$ cat src/rtl/cts_pkg.sv
// Shared constants and types for the closest table index search block.
// Used by cts_cell, cts_search and closest_table_index_search_top; no dependencies.
package cts_pkg;

  localparam int TABLE_DEPTH = 16;
  localparam int IDX_W       = $clog2(TABLE_DEPTH);
  localparam int CNT_W       = $clog2(TABLE_DEPTH + 1);
  localparam int DATA_W      = 32;
  localparam int SIZE_W      = 5;
  localparam int SLOT_W      = 4;
  localparam int OUT_IDX_W   = 4;

  localparam logic [SIZE_W-1:0] SIZE_RESET = SIZE_W'(16);

  localparam logic OP_WRITE  = 1'b0;
  localparam logic OP_LOOKUP = 1'b1;

  // Compare outcome of one cell against the current target.
  typedef struct packed {
    logic lt;   // target below this entry
    logic gt;   // target above this entry
    logic tie;  // target at or above the midpoint with the previous entry
  } cts_flags_t;

  typedef struct packed {
    logic             done;
    logic [IDX_W-1:0] index;
  } cts_result_t;

endpackage

$ cat src/rtl/cts_cell.sv
// One cell of the entry chain: stores a table entry and registers its compare flags.
// Depends on cts_pkg.
module cts_cell
  import cts_pkg::*;
(
  input  logic              clk,
  input  logic              wr_en,
  input  logic [DATA_W-1:0] wr_data,
  input  logic [DATA_W-1:0] target,
  input  logic [DATA_W-1:0] prev_entry,
  output logic [DATA_W-1:0] entry,
  output cts_flags_t        flags
);

  logic [DATA_W-1:0] entry_r;
  cts_flags_t        flags_r;
  cts_flags_t        flags_nxt;
  logic [DATA_W:0]   pair_sum;

  // Twice the target against the sum of the two neighbours gives the midpoint test.
  assign pair_sum      = {1'b0, prev_entry} + {1'b0, entry_r};
  assign flags_nxt.lt  = target < entry_r;
  assign flags_nxt.gt  = target > entry_r;
  assign flags_nxt.tie = {target, 1'b0} >= pair_sum;

  always_ff @(posedge clk) begin
    if (wr_en) begin
      entry_r <= wr_data;
    end
    flags_r <= flags_nxt;
  end

  assign entry = entry_r;
  assign flags = flags_r;

endmodule

$ cat src/rtl/cts_search.sv
// Halving search sequencer that walks the registered cell flags, one step a cycle.
// Depends on cts_pkg.
module cts_search
  import cts_pkg::*;
(
  input  logic             clk,
  input  logic             rst_n,
  input  logic             start,
  input  logic [CNT_W-1:0] used_cnt,
  input  cts_flags_t       flags [TABLE_DEPTH],
  output cts_result_t      res
);

  typedef enum logic [1:0] {S_IDLE, S_RANGE, S_STEP} state_t;

  state_t           state_r, state_nxt;
  logic [CNT_W-1:0] lo_r, lo_nxt;
  logic [CNT_W-1:0] hi_r, hi_nxt;
  logic             done_r, done_nxt;
  logic [IDX_W-1:0] idx_r, idx_nxt;

  logic [CNT_W-1:0] last_cnt;
  logic [IDX_W-1:0] last_idx;
  logic [CNT_W:0]   mid_sum;
  logic [IDX_W-1:0] mid;
  logic [IDX_W-1:0] mid_up;
  logic [IDX_W-1:0] mid_dn;
  logic             found;

  assign last_cnt = used_cnt - CNT_W'(1);
  assign last_idx = last_cnt[IDX_W-1:0];
  assign mid_sum  = {1'b0, lo_r} + {1'b0, hi_r};
  assign mid      = mid_sum[IDX_W:1];
  assign mid_up   = mid + IDX_W'(1);
  assign mid_dn   = mid - IDX_W'(1);

  always_comb begin
    state_nxt = state_r;
    lo_nxt    = lo_r;
    hi_nxt    = hi_r;
    done_nxt  = 1'b0;
    idx_nxt   = idx_r;
    found     = 1'b0;
    case (state_r)
      S_IDLE: begin
        if (start) begin
          state_nxt = S_RANGE;
        end
      end
      S_RANGE: begin
        if (!flags[0].lt) begin
          done_nxt  = 1'b1;
          idx_nxt   = '0;
          state_nxt = S_IDLE;
        end else if (!flags[last_idx].gt) begin
          done_nxt  = 1'b1;
          idx_nxt   = last_idx;
          state_nxt = S_IDLE;
        end else begin
          lo_nxt    = '0;
          hi_nxt    = used_cnt;
          state_nxt = S_STEP;
        end
      end
      S_STEP: begin
        if (!flags[mid].lt && !flags[mid].gt) begin
          found   = 1'b1;
          idx_nxt = mid;
        end else if (flags[mid].gt) begin
          if ((mid != '0) && flags[mid_dn].lt) begin
            found   = 1'b1;
            idx_nxt = flags[mid].tie ? mid_dn : mid;
          end else begin
            hi_nxt = CNT_W'(mid);
          end
        end else begin
          if ((CNT_W'(mid) < last_cnt) && flags[mid_up].gt) begin
            found   = 1'b1;
            idx_nxt = flags[mid_up].tie ? mid : mid_up;
          end else begin
            lo_nxt = CNT_W'(mid) + CNT_W'(1);
          end
        end
        if (!found && !(lo_nxt < hi_nxt)) begin
          found   = 1'b1;
          idx_nxt = mid;
        end
        if (found) begin
          done_nxt  = 1'b1;
          state_nxt = S_IDLE;
        end
      end
      default: begin
        state_nxt = S_IDLE;
      end
    endcase
  end

  always_ff @(posedge clk) begin
    if (!rst_n) begin
      state_r <= S_IDLE;
      done_r  <= 1'b0;
    end else begin
      state_r <= state_nxt;
      done_r  <= done_nxt;
    end
    lo_r  <= lo_nxt;
    hi_r  <= hi_nxt;
    idx_r <= idx_nxt;
  end

  assign res.done  = done_r;
  assign res.index = idx_r;

endmodule

$ cat src/rtl/closest_table_index_search_top.sv
// Top level of the closest table index search block: stream ports, cell chain and sequencer.
// Depends on cts_pkg, cts_cell and cts_search.
//
// The block keeps a table of sixteen 32-bit entries, meant to be strictly descending, in a
// chain of cells, one entry per cell. An input item with tuser low writes its value into the
// entry named by its slot and produces no result item. An input item with
// tuser high looks up the target value and produces one result item holding the index of the
// nearest entry among the first table_size entries (a size of zero counts as one, a size above
// sixteen as sixteen). A target at or above entry 0 gives 0, a target at or below the last
// entry in use gives the last index, and a target exactly midway between two neighbours gives
// the lower index. Every cell compares the target with its own entry and with the midpoint to
// its neighbour and registers the compare flags; a halving search then walks those flags, one
// step per cycle. A lookup whose target falls outside the table ends at the range check that
// comes before the halving; any other lookup takes at most floor(log2(table_size)) + 1
// halving steps. The block handles one item at a time; it takes the next item once the result
// has moved to the output register, even while that result still waits to be taken. The table
// ordering is not checked: on an unsorted table the same search runs and gives a repeatable
// answer. Entries must be written before a lookup reaches them. table_size is written through
// cfg_we and cfg_wdata and resets to sixteen; it must be written only while the block is idle,
// which the block itself does not enforce.
module closest_table_index_search_top
  import cts_pkg::*;
(
  input  logic        clk,
  input  logic        rst_n,
  // Input channel.
  input  logic        in_tvalid,
  output logic        in_tready,
  input  logic [39:0] in_tdata,   // [3:0] slot, [35:4] value, [39:36] zero
  input  logic        in_tuser,   // [0] op: 0 writes an entry, 1 looks up
  // Result channel.
  output logic        out_tvalid,
  input  logic        out_tready,
  output logic [7:0]  out_tdata,  // [3:0] closest_index, [7:4] zero
  // Configuration port.
  input  logic        cfg_we,
  input  logic [4:0]  cfg_wdata   // table_size
);

  typedef enum logic [1:0] {T_IDLE, T_CMP, T_SEARCH, T_WAIT} state_t;

  state_t                 state_r, state_nxt;
  logic [SIZE_W-1:0]      size_r;
  logic [DATA_W-1:0]      target_r, target_nxt;
  logic                   out_tvalid_r, out_tvalid_nxt;
  logic [OUT_IDX_W-1:0]   out_idx_r, out_idx_nxt;

  logic                   in_acc;
  logic                   out_free;
  logic [SLOT_W-1:0]      in_slot;
  logic [DATA_W-1:0]      in_value;
  logic [CNT_W-1:0]       used_cnt;
  logic [DATA_W-1:0]      entry_w [TABLE_DEPTH];
  cts_flags_t             flags_w [TABLE_DEPTH];
  cts_result_t            search_res;

  assign in_slot  = in_tdata[SLOT_W-1:0];
  assign in_value = in_tdata[SLOT_W +: DATA_W];
  assign in_acc   = in_tvalid && in_tready;
  assign out_free = !out_tvalid_r || out_tready;

  // Entries in use, with zero raised to one and anything beyond the table clipped.
  always_comb begin
    if (size_r == '0) begin
      used_cnt = CNT_W'(1);
    end else if (int'(size_r) > TABLE_DEPTH) begin
      used_cnt = CNT_W'(TABLE_DEPTH);
    end else begin
      used_cnt = CNT_W'(size_r);
    end
  end

  // The cell chain: each cell hands its entry on to the next for the midpoint test.
  for (genvar k = 0; k < TABLE_DEPTH; k++) begin : g_cell
    logic [DATA_W-1:0] prev;
    if (k == 0) begin : g_first
      assign prev = '0;
    end else begin : g_rest
      assign prev = entry_w[k-1];
    end
    cts_cell u_cell (
      .clk        (clk),
      .wr_en      (in_acc && (in_tuser == OP_WRITE) && (int'(in_slot) == k)),
      .wr_data    (in_value),
      .target     (target_r),
      .prev_entry (prev),
      .entry      (entry_w[k]),
      .flags      (flags_w[k])
    );
  end

  cts_search u_search (
    .clk      (clk),
    .rst_n    (rst_n),
    .start    (state_r == T_CMP),
    .used_cnt (used_cnt),
    .flags    (flags_w),
    .res      (search_res)
  );

  // Sequencing of one item at a time; the output register frees the input side.
  always_comb begin
    state_nxt      = state_r;
    target_nxt     = target_r;
    out_idx_nxt    = out_idx_r;
    out_tvalid_nxt = out_tvalid_r && !out_tready;
    case (state_r)
      T_IDLE: begin
        if (in_acc && (in_tuser == OP_LOOKUP)) begin
          target_nxt = in_value;
          state_nxt  = T_CMP;
        end
      end
      T_CMP: begin
        state_nxt = T_SEARCH;
      end
      T_SEARCH: begin
        if (search_res.done) begin
          if (out_free) begin
            out_idx_nxt    = OUT_IDX_W'(search_res.index);
            out_tvalid_nxt = 1'b1;
            state_nxt      = T_IDLE;
          end else begin
            state_nxt = T_WAIT;
          end
        end
      end
      T_WAIT: begin
        if (out_free) begin
          out_idx_nxt    = OUT_IDX_W'(search_res.index);
          out_tvalid_nxt = 1'b1;
          state_nxt      = T_IDLE;
        end
      end
      default: begin
        state_nxt = T_IDLE;
      end
    endcase
  end

  always_ff @(posedge clk) begin
    if (!rst_n) begin
      state_r      <= T_IDLE;
      out_tvalid_r <= 1'b0;
      size_r       <= SIZE_RESET;
    end else begin
      state_r      <= state_nxt;
      out_tvalid_r <= out_tvalid_nxt;
      if (cfg_we) begin
        size_r <= cfg_wdata;
      end
    end
    target_r  <= target_nxt;
    out_idx_r <= out_idx_nxt;
  end

  assign in_tready  = (state_r == T_IDLE);
  assign out_tvalid = out_tvalid_r;
  assign out_tdata  = {(8 - OUT_IDX_W)'(0), out_idx_r};

`ifndef SYNTHESIS
  // The sequencer only reports a finished search while the top level waits for it.
  a_done_in_search: assert property (@(posedge clk) disable iff (!rst_n)
    search_res.done |-> (state_r == T_SEARCH))
    else $error("search finished outside the search state");

  // The compare cycle always hands over to the search.
  a_cmp_to_search: assert property (@(posedge clk) disable iff (!rst_n)
    (state_r == T_CMP) |=> (state_r == T_SEARCH))
    else $error("compare cycle not followed by search");

  // A new result only appears at the end of a search.
  a_result_source: assert property (@(posedge clk) disable iff (!rst_n)
    (out_tvalid_r && !$past(out_tvalid_r && !out_tready)) |->
      ($past(state_r == T_SEARCH) || $past(state_r == T_WAIT)))
    else $error("result item loaded without a finished search");
`endif

endmodule

$ cat config.mk
export PLATFORM = sky130hd
export DESIGN_NAME = closest_table_index_search_top
export DESIGN_NICKNAME = d
export VERILOG_FILES = /design/src/rtl/cts_pkg.sv /design/src/rtl/cts_cell.sv /design/src/rtl/cts_search.sv /design/src/rtl/closest_table_index_search_top.sv
export SDC_FILE = /design/constraint.sdc
export NUM_CORES = 2
export LEC_CHECK = 0
export BUFFER_PORTS_ARGS = -buffer_cell sky130_fd_sc_hd__clkbuf_2
export CORE_ASPECT_RATIO = 1.25
export CORE_MARGIN = 2
export CORE_UTILIZATION = 40
export CTS_CLUSTER_SIZE = 40
export DETAILED_ROUTE_END_ITERATION = 16
export GPL_TIMING_DRIVEN = 0
export PLACE_DENSITY = 0.63
export SYNTH_ARGS = -nofsm -noshare
export SYNTH_HDL_FRONTEND = slang
export SYNTH_HIERARCHICAL = 1
export SYNTH_SLANG_ARGS = --single-unit
$ cat constraint.sdc
create_clock -name clk -period 7.2 [get_ports clk]
set_clock_uncertainty 0.15 [all_clocks]
set_input_delay 0.36 -clock clk [delete_from_list [all_inputs] [get_ports clk]]
set_output_delay 0.36 -clock clk [all_outputs]
set_load 0.03 [all_outputs]
# After elaboration in Yosys (flattened, before gate mapping)
# Index checks and enable logic that the tools add are counted.
[word_totals] output_inout_bits=10 ff_bits=621
[classes] eq_ne=30 bitwise_logic=5 order_cmp=55 mux=65 add_sub_neg=20 reduce_logical=44
[op_table] operator="> comparator 32 bit" count=16
[op_table] operator="< comparator 32 bit" count=16
[op_table] operator="adder 32 x 32 -> 33 bit" count=15
[op_table] operator=">= comparator 33 bit" count=15
[op_table] operator="2-to-1 mux 5 bit" count=14
[op_table] operator="binary-select mux 3 bit (select 4 bit)" count=4
[op_table] operator="2-to-1 mux 4 bit" count=11
[op_table] operator=">= comparator 33 x 32 -> 1 bit" count=1
[op_table] operator="== test 4 bit (second input constant)" count=8
[op_table] operator="logical AND 1 bit" count=24
[op_table] operator="2-to-1 mux 2 bit" count=12
[op_table] operator=">= comparator 5 bit (second input constant)" count=4
[op_table] operator="inverter 4 -> 5 bit" count=4
[op_table] operator="case mux 5 bit (2 select lines)" count=2
[op_table] operator="== test 4 x 3 -> 1 bit (second input constant)" count=4
[op_table] operator="case mux 4 bit (2 select lines)" count=2
[op_table] operator="2-to-1 mux 1 bit" count=12
[op_table] operator="2-to-1 mux 3 bit" count=4
[op_table] operator="!= test 2 x 1 -> 1 bit (second input constant)" count=5
[op_table] operator="== test 4 x 2 -> 1 bit (second input constant)" count=2
[op_table] operator="case mux 2 bit (4 select lines)" count=1
[op_table] operator="== test 2 bit (second input constant)" count=3
[op_table] operator="logical NOT 1 bit" count=6
[op_table] operator="case mux 2 bit (3 select lines)" count=1
[op_table] operator="25 further kinds" count=33

# Depth between registers and ports, before layout
[depth] ltp_word=18 depth_mapped=22 depth_no_buf=19

# By module
# Netlist, hierarchy kept.
[by_module_without_submodules] mod="cts_cell at g_cell[13].u_cell ..." cells_each=476 instances=8 area_each_um2=4277.9
[by_module_without_submodules] mod="cts_cell at g_cell[0].u_cell ..." cells_each=430 instances=6 area_each_um2=4077.7
[by_module_without_submodules] mod="cts_cell at g_cell[14].u_cell" cells_each=478 instances=1 area_each_um2=4245.3
[by_module_without_submodules] mod="cts_cell at g_cell[12].u_cell" cells_each=464 instances=1 area_each_um2=4225.3
[by_module_without_submodules] mod="cts_search" cells_each=323 instances=1 area_each_um2=3076.7
[by_module_without_submodules] mod="closest_table_index_search_top" cells_each=105 instances=1 area_each_um2=1629.1

# Worst setup path before layout
# Ideal clock, no wire load.
[synth_timing] path_kind="reg2reg" from="reg u_search.hi_r[0]" to="reg u_search.idx_r[0], data pin" slack_ns=1.132 setup_time_ns=0.261 n_path_buf=3 stages_incl_launch_ff=21 t_arrival_ns=5.657 required_time_ns=6.789 period_less_slack_ns=6.068 cell_sequence="edfxtp_1 and2_1 fa_1 inv_1 buf_1 buf_2 ha_1 buf_1 mux4_2 a21boi_0 a2111o_1 a311oi_4 mux2_2 ha_1 a21o_1 a21o_1 a21oi_1 and2_1 a311o_1 a211oi_1 a311o_1"
[synth_via] elab_chain_cells=16 elab_cells_between_ends=48 cone_classes="add/sub: 4; order compare: 2; mux: 30; bitwise: 3; reduce/logical: 9"
[synth_lines] element="start: declaration" line_no="cts_search.sv:18" rtl="logic [CNT_W-1:0] hi_r, hi_nxt;"
[synth_lines] element="start signal: assignment" line_no="cts_search.sv:108" rtl="hi_r <= hi_nxt;"
[synth_lines] element="adder 5 bit" line_no="cts_search.sv:32" rtl="assign mid_sum = {1'b0, lo_r} + {1'b0, hi_r};"
[synth_lines] element="adder 4 x 1 -> 4 bit / subtractor 4 x 1 -> 4 bit (equally long branches)" line_no="cts_search.sv:34, cts_search.sv:35"
[synth_lines] element="inverter 4 -> 5 bit, on equally long branches" line_no="cts_search.sv:77, cts_search.sv:79, cts_search.sv:70"
[synth_lines] element="binary-select mux 3 bit (select 4 bit), on equally long branches" line_no="cts_search.sv:77, cts_search.sv:79, cts_search.sv:70"
[synth_lines] element="2-to-1 mux 2 bit (implied by the code) / 2-to-1 mux 3 bit (equally long branches) (2 in series)" line_no="cts_search.sv:77, cts_search.sv:70"
[synth_lines] element="logical AND 1 bit, on equally long branches" line_no="cts_search.sv:77, cts_search.sv:70"
[synth_lines] element="2-to-1 mux 5 bit, on equally long branches" line_no="cts_search.sv:77, cts_search.sv:70"
[synth_lines] element="2-to-1 mux 5 bit" line_no="cts_search.sv:69" rtl="end else if (flags[mid].gt) begin"
[synth_lines] element="2-to-1 mux 5 bit" line_no="cts_search.sv:66" rtl="if (!flags[mid].lt && !flags[mid].gt) begin"
[synth_lines] element="2-to-1 mux 5 bit" line_no="cts_search.sv:44" rtl="case (state_r)"
[synth_lines] element="< comparator 5 bit" line_no="cts_search.sv:84" rtl="if (!found && !(lo_nxt < hi_nxt)) begin"
[synth_lines] element="logical NOT 1 bit" line_no="cts_search.sv:84"
[synth_lines] element="logical AND 1 bit" line_no="cts_search.sv:84"
[synth_lines] element="2-to-1 mux 4 bit (*)" line_no="cts_search.sv:84"
[synth_lines] element="case mux 4 bit (2 select lines) (*)" line_no="cts_search.sv:44"
[synth_lines] element="net u_search.idx_nxt[0]" line_no="cts_search.sv:20" rtl="logic [IDX_W-1:0] idx_r, idx_nxt;"
[synth_lines] element="end signal: assignment" line_no="cts_search.sv:109" rtl="idx_r <= idx_nxt;"
[synth_lines] element="end: declaration" line_no="cts_search.sv:20"
# The timed path passes the listed nets; every way through them passes the cells marked *. The select of a mux whose other input is x is not followed.
# A chain may end at the register's enable or synchronous reset.

# Final worst setup path
# Ends and elaborated chain as after synthesis.

==> flow_metrics.env <==
export IMPL_globalRouteOverflowTotal=0
export IMPL_critPathMostFrequentCell="and2_1"
export IMPL_hold_class="in -> reg"
export IMPL_dieHeight_um=478
export IMPL_internal_power_w=0.00707
export IMPL_max_stage_delay_ns=0.51
export IMPL_swShare=0.284
export IMPL_numCtsBuffers=79
export IMPL_final_common_cell="ha_1"
export IMPL_pin_count=61
export IMPL_required_ns=7.48
export IMPL_reg2reg_to="u_search/idx_r[0]"
export IMPL_final_area_mm2=0.0801
export IMPL_nets=9671
export IMPL_synth_top_area_share=0.270
export IMPL_hold_viol=0
export IMPL_grt_setup_unrepaired="no"
export IMPL_grt_max_degree=34
export IMPL_place_hpwl_um=205000
export IMPL_worst_ep_arrival_time_ns=7.10
export IMPL_path_max_fanout=11
export IMPL_num_rows=173
export IMPL_syn_avg_cell_area_um2=9.26
export IMPL_final_cell_mix="1550 x ha_1, 781 x a21oi_1, 634 x inv_1"
export IMPL_yosysWarnings=6
export IMPL_clk_pin_slew_ns=0.06
export IMPL_crit_chain="and2_1 -> fa_1 -> xnor2_2 -> inv_2 -> buf_2 -> buf_4 -> ha_1 -> and2_1 -> o211ai_1 -> a21boi_0 -> a2111o_1 -> a311oi_4 -> mux2_2 -> ha_1 -> a21o_1 -> a21o_1 -> a21oi_1 -> and2_1 -> a311o_1 -> a211oi_1 -> a311o_1"
export IMPL_netlist_top_cells_area="ha_1 27%, edfxtp_1 23%, a21o_1 5.7%"
export IMPL_peakVddDrop_mv=0.168
export IMPL_final_cells=10500
export IMPL_clock_latency_ns=0.70
export IMPL_ys_types=103
export IMPL_seq_power_share=0.413
export IMPL_port_buffers=51
export IMPL_min_period_over_period=0.947
export IMPL_area_growth_pct=11.4
export IMPL_critical_path_buf_inv_count=3
export IMPL_first_pass_iters=7
export IMPL_p_clk_frac=0.425
export IMPL_place_congestion=0.981
export IMPL_comb_power_share=0.162
export IMPL_totalWireLength_um=247000
export IMPL_drt_iter0_markers=3557
export IMPL_fp_dieW_um=383
export IMPL_worstSetupPathType="reg -> reg"
export IMPL_drv_slew=4
export IMPL_yosys_register_bits=621
export IMPL_layout_min_cycle_time_ns=6.82
export IMPL_endpoint="u_search/idx_r[0]"
export IMPL_synthCells=7758
export IMPL_seq_area_frac_synth=0.251
export IMPL_drc=0
export IMPL_r2r_slack_ns=0.38
export IMPL_outcome="finished, violations left"
export IMPL_cts_setup_buffers=0
export IMPL_ys_flop_type="edfxtp_1"
export IMPL_cts_max_path_buffers=3
export IMPL_vias_per_cell=5.96
export IMPL_cts_sinks=621
export IMPL_finalPower_w=0.00987
export IMPL_p_switching_w=0.00280
export IMPL_cp_start_kind="flip-flop"
export IMPL_cts_root_buf="clkbuf_16"
export IMPL_startpoint="u_search/hi_r[0]"
export IMPL_ant_nets=0
export IMPL_critPathCaptureType="flip-flop"
export IMPL_clock_fmax_mhz=147
export IMPL_core_area_mm2=0.178
export IMPL_synth_edf_count=562
export IMPL_maxCapViolations=2
export IMPL_vias=62500
export IMPL_place_area_mm2=0.0772
export IMPL_grt_pass1_vias=66000
export IMPL_synth_area_mm2=0.0719
export IMPL_cts_max_level=3
export IMPL_finalSetupViolations=0
export IMPL_dp_cells=10300
export IMPL_initial_core_util=0.403
export IMPL_path_depth=21
export IMPL_critPathTopFamily="compound AO/OA/AOI/OAI gates"
export IMPL_p_leak_nw=36.5
export IMPL_die_area_mm2=0.183
export IMPL_crit_path_top_delay_cell="xnor2_2"
export IMPL_r2r_cells=21
export IMPL_drive_gt1_frac=0.0763
export IMPL_antenna_found_initial=14
export IMPL_synth_largest_area_cell="ha_1"
export IMPL_worst_pin_slew_ns=1.61
export IMPL_post_drt_wl_per_cell_um=23.6
export IMPL_violations="max-capacitance violations, max-slew violations"
export IMPL_grt_usage=0.264
export IMPL_r2r_start="u_search/hi_r[0]"
export IMPL_async_reset_ff_frac=0
export IMPL_grt_pass1_wl_um=370000
export IMPL_slew_headroom=-0.0795
export IMPL_cts_tree="yes"
export IMPL_power_density_mw_per_mm2=123
per-stage QoR:
step / worst slack [ns] / utilization / hold slack, ns / TNS (ns)
5_1_grt: 0.0401 / 0.449 / 0.111 / 0
3_3_place_gp: -1.13 / 0.422 / 0.256 / -132.67
3_5_place_dp: 0.00208 / 0.433 / 0.258 / 0
6_report: 0.382 / 0.449 / 0.113 / 0
2_1_floorplan: 1.13 / - / 0.250 / 0
4_1_cts: 0.187 / 0.449 / 0.0658 / 0
per-layer routing:
layer / up-vias / track usage / wire length (um)
li1: 30000 / - / -
met1: 30300 / 0.253 / 85800
met2: 1562 / 0.504 / 130000
met3: 713 / 0.0265 / 8510
met4: 0 / 0.217 / 23300
met5: - / 0 / 0
power groups by stage:
stage | sequential (W) | clock, W | combinational (W)
finish | 0.00407 | 0.00420 | 0.00160
global route | 0.00408 | 0.00441 | 0.00177
CTS | 0.00407 | 0.00430 | 0.00158
detailed placement | 0.00415 | 0 | 0.00156
global placement | 0.00423 | 0 | 0.00136
floorplan | 0.00414 | 0 | 0.000963
flip-flops by register name (all words and copies together) (netlist names):
| signal | cells |
|---|---|
| u_search/idx_r | 4 |
| size_r | 5 |
| out_idx_r | 4 |
| g_cell.u_cell/flags | 48 |
| u_search/done_r | 1 |
| state_r | 2 |
| u_search/lo_r | 5 |
| g_cell.u_cell/entry | 512 |
| out_tvalid | 1 |
| u_search/state_r | 2 |
| u_search/hi_r | 5 |
| target_r | 32 |
synthesized netlist by cell type, drive strengths merged, types with 144 or more instances:
| master | instances |
|---|---|
| ha | 1551 |
| xor2 | 286 |
| nor2 | 356 |
| a21o | 549 |
| nand2 | 450 |
| edfxtp | 562 |
| inv | 635 |
| nand4 | 280 |
| o21ai | 475 |
| a21oi | 830 |
| xnor2 | 191 |
| o21a | 144 |
cell families (layout without fill, tap and decap cells):
logic type | Yosys count | after routing | share of synthesized area
AOI/OAI and AO/OA | 2599 | 2599 | 0.241
other | 1 | 49 | 0.0000522
buffers and inverters | 747 | 1071 | 0.0429
adders and majority gates | 1568 | 1568 | 0.275
DFF | 621 | 621 | 0.251
and+or+nand+nor | 1688 | 1688 | 0.119
muxes | 56 | 56 | 0.0123
xor gates and xnor gates | 478 | 478 | 0.0586
final cells by class:
class	count	area, um^2
Multi-Input combinational cell	6426	51000
Buffer	110	693
Clock buffer	100	2180
Fill cell	17000	98100
Timing Repair Buffer	179	2320
Tap cell	2362	2960
Clock inverter	47	463
Inverter	635	2380
Sequential cell	621	18100
Antenna cell	12	30.0
timing repair:
action | CTS | global route
endpoints found under the setup margin | 5 | 8
hold buffers | 21 | 0
endpoints found under the hold margin | 14 | 0
gates resized for setup | 0 | 1
worst min path at each step:
stage | start | endpoint | depth (start not counted)
6_report | in_tdata[1] | g_cell[12].u_cell/entry[20] | 3
5_1_grt | in_tdata[1] | g_cell[4].u_cell/entry[22] | 3
4_1_cts | in_tdata[1] | g_cell[12].u_cell/entry[20] | 3
3_5_place_dp | u_search/idx_r[2] | out_idx_r[2] | 0
3_3_place_gp | u_search/idx_r[2] | out_idx_r[2] | 0
2_1_floorplan | u_search/idx_r[0] | out_idx_r[0] | 0
worst register-to-register path, delay by kind of cell, from the launching register on:
kind | cells | cell delay, ns
AO/OA/AOI/OAI | 10 | 2.75
adder cells (fa/ha/maj) | 3 | 1.05
buffers and inverters | 3 | 0.64
AND/OR/NAND/NOR | 3 | 0.61
XOR/XNOR | 1 | 0.51
flip-flops | 1 | 0.45
multiplexers | 1 | 0.41
No activity file was read; power rests on OpenSTA's default activity.
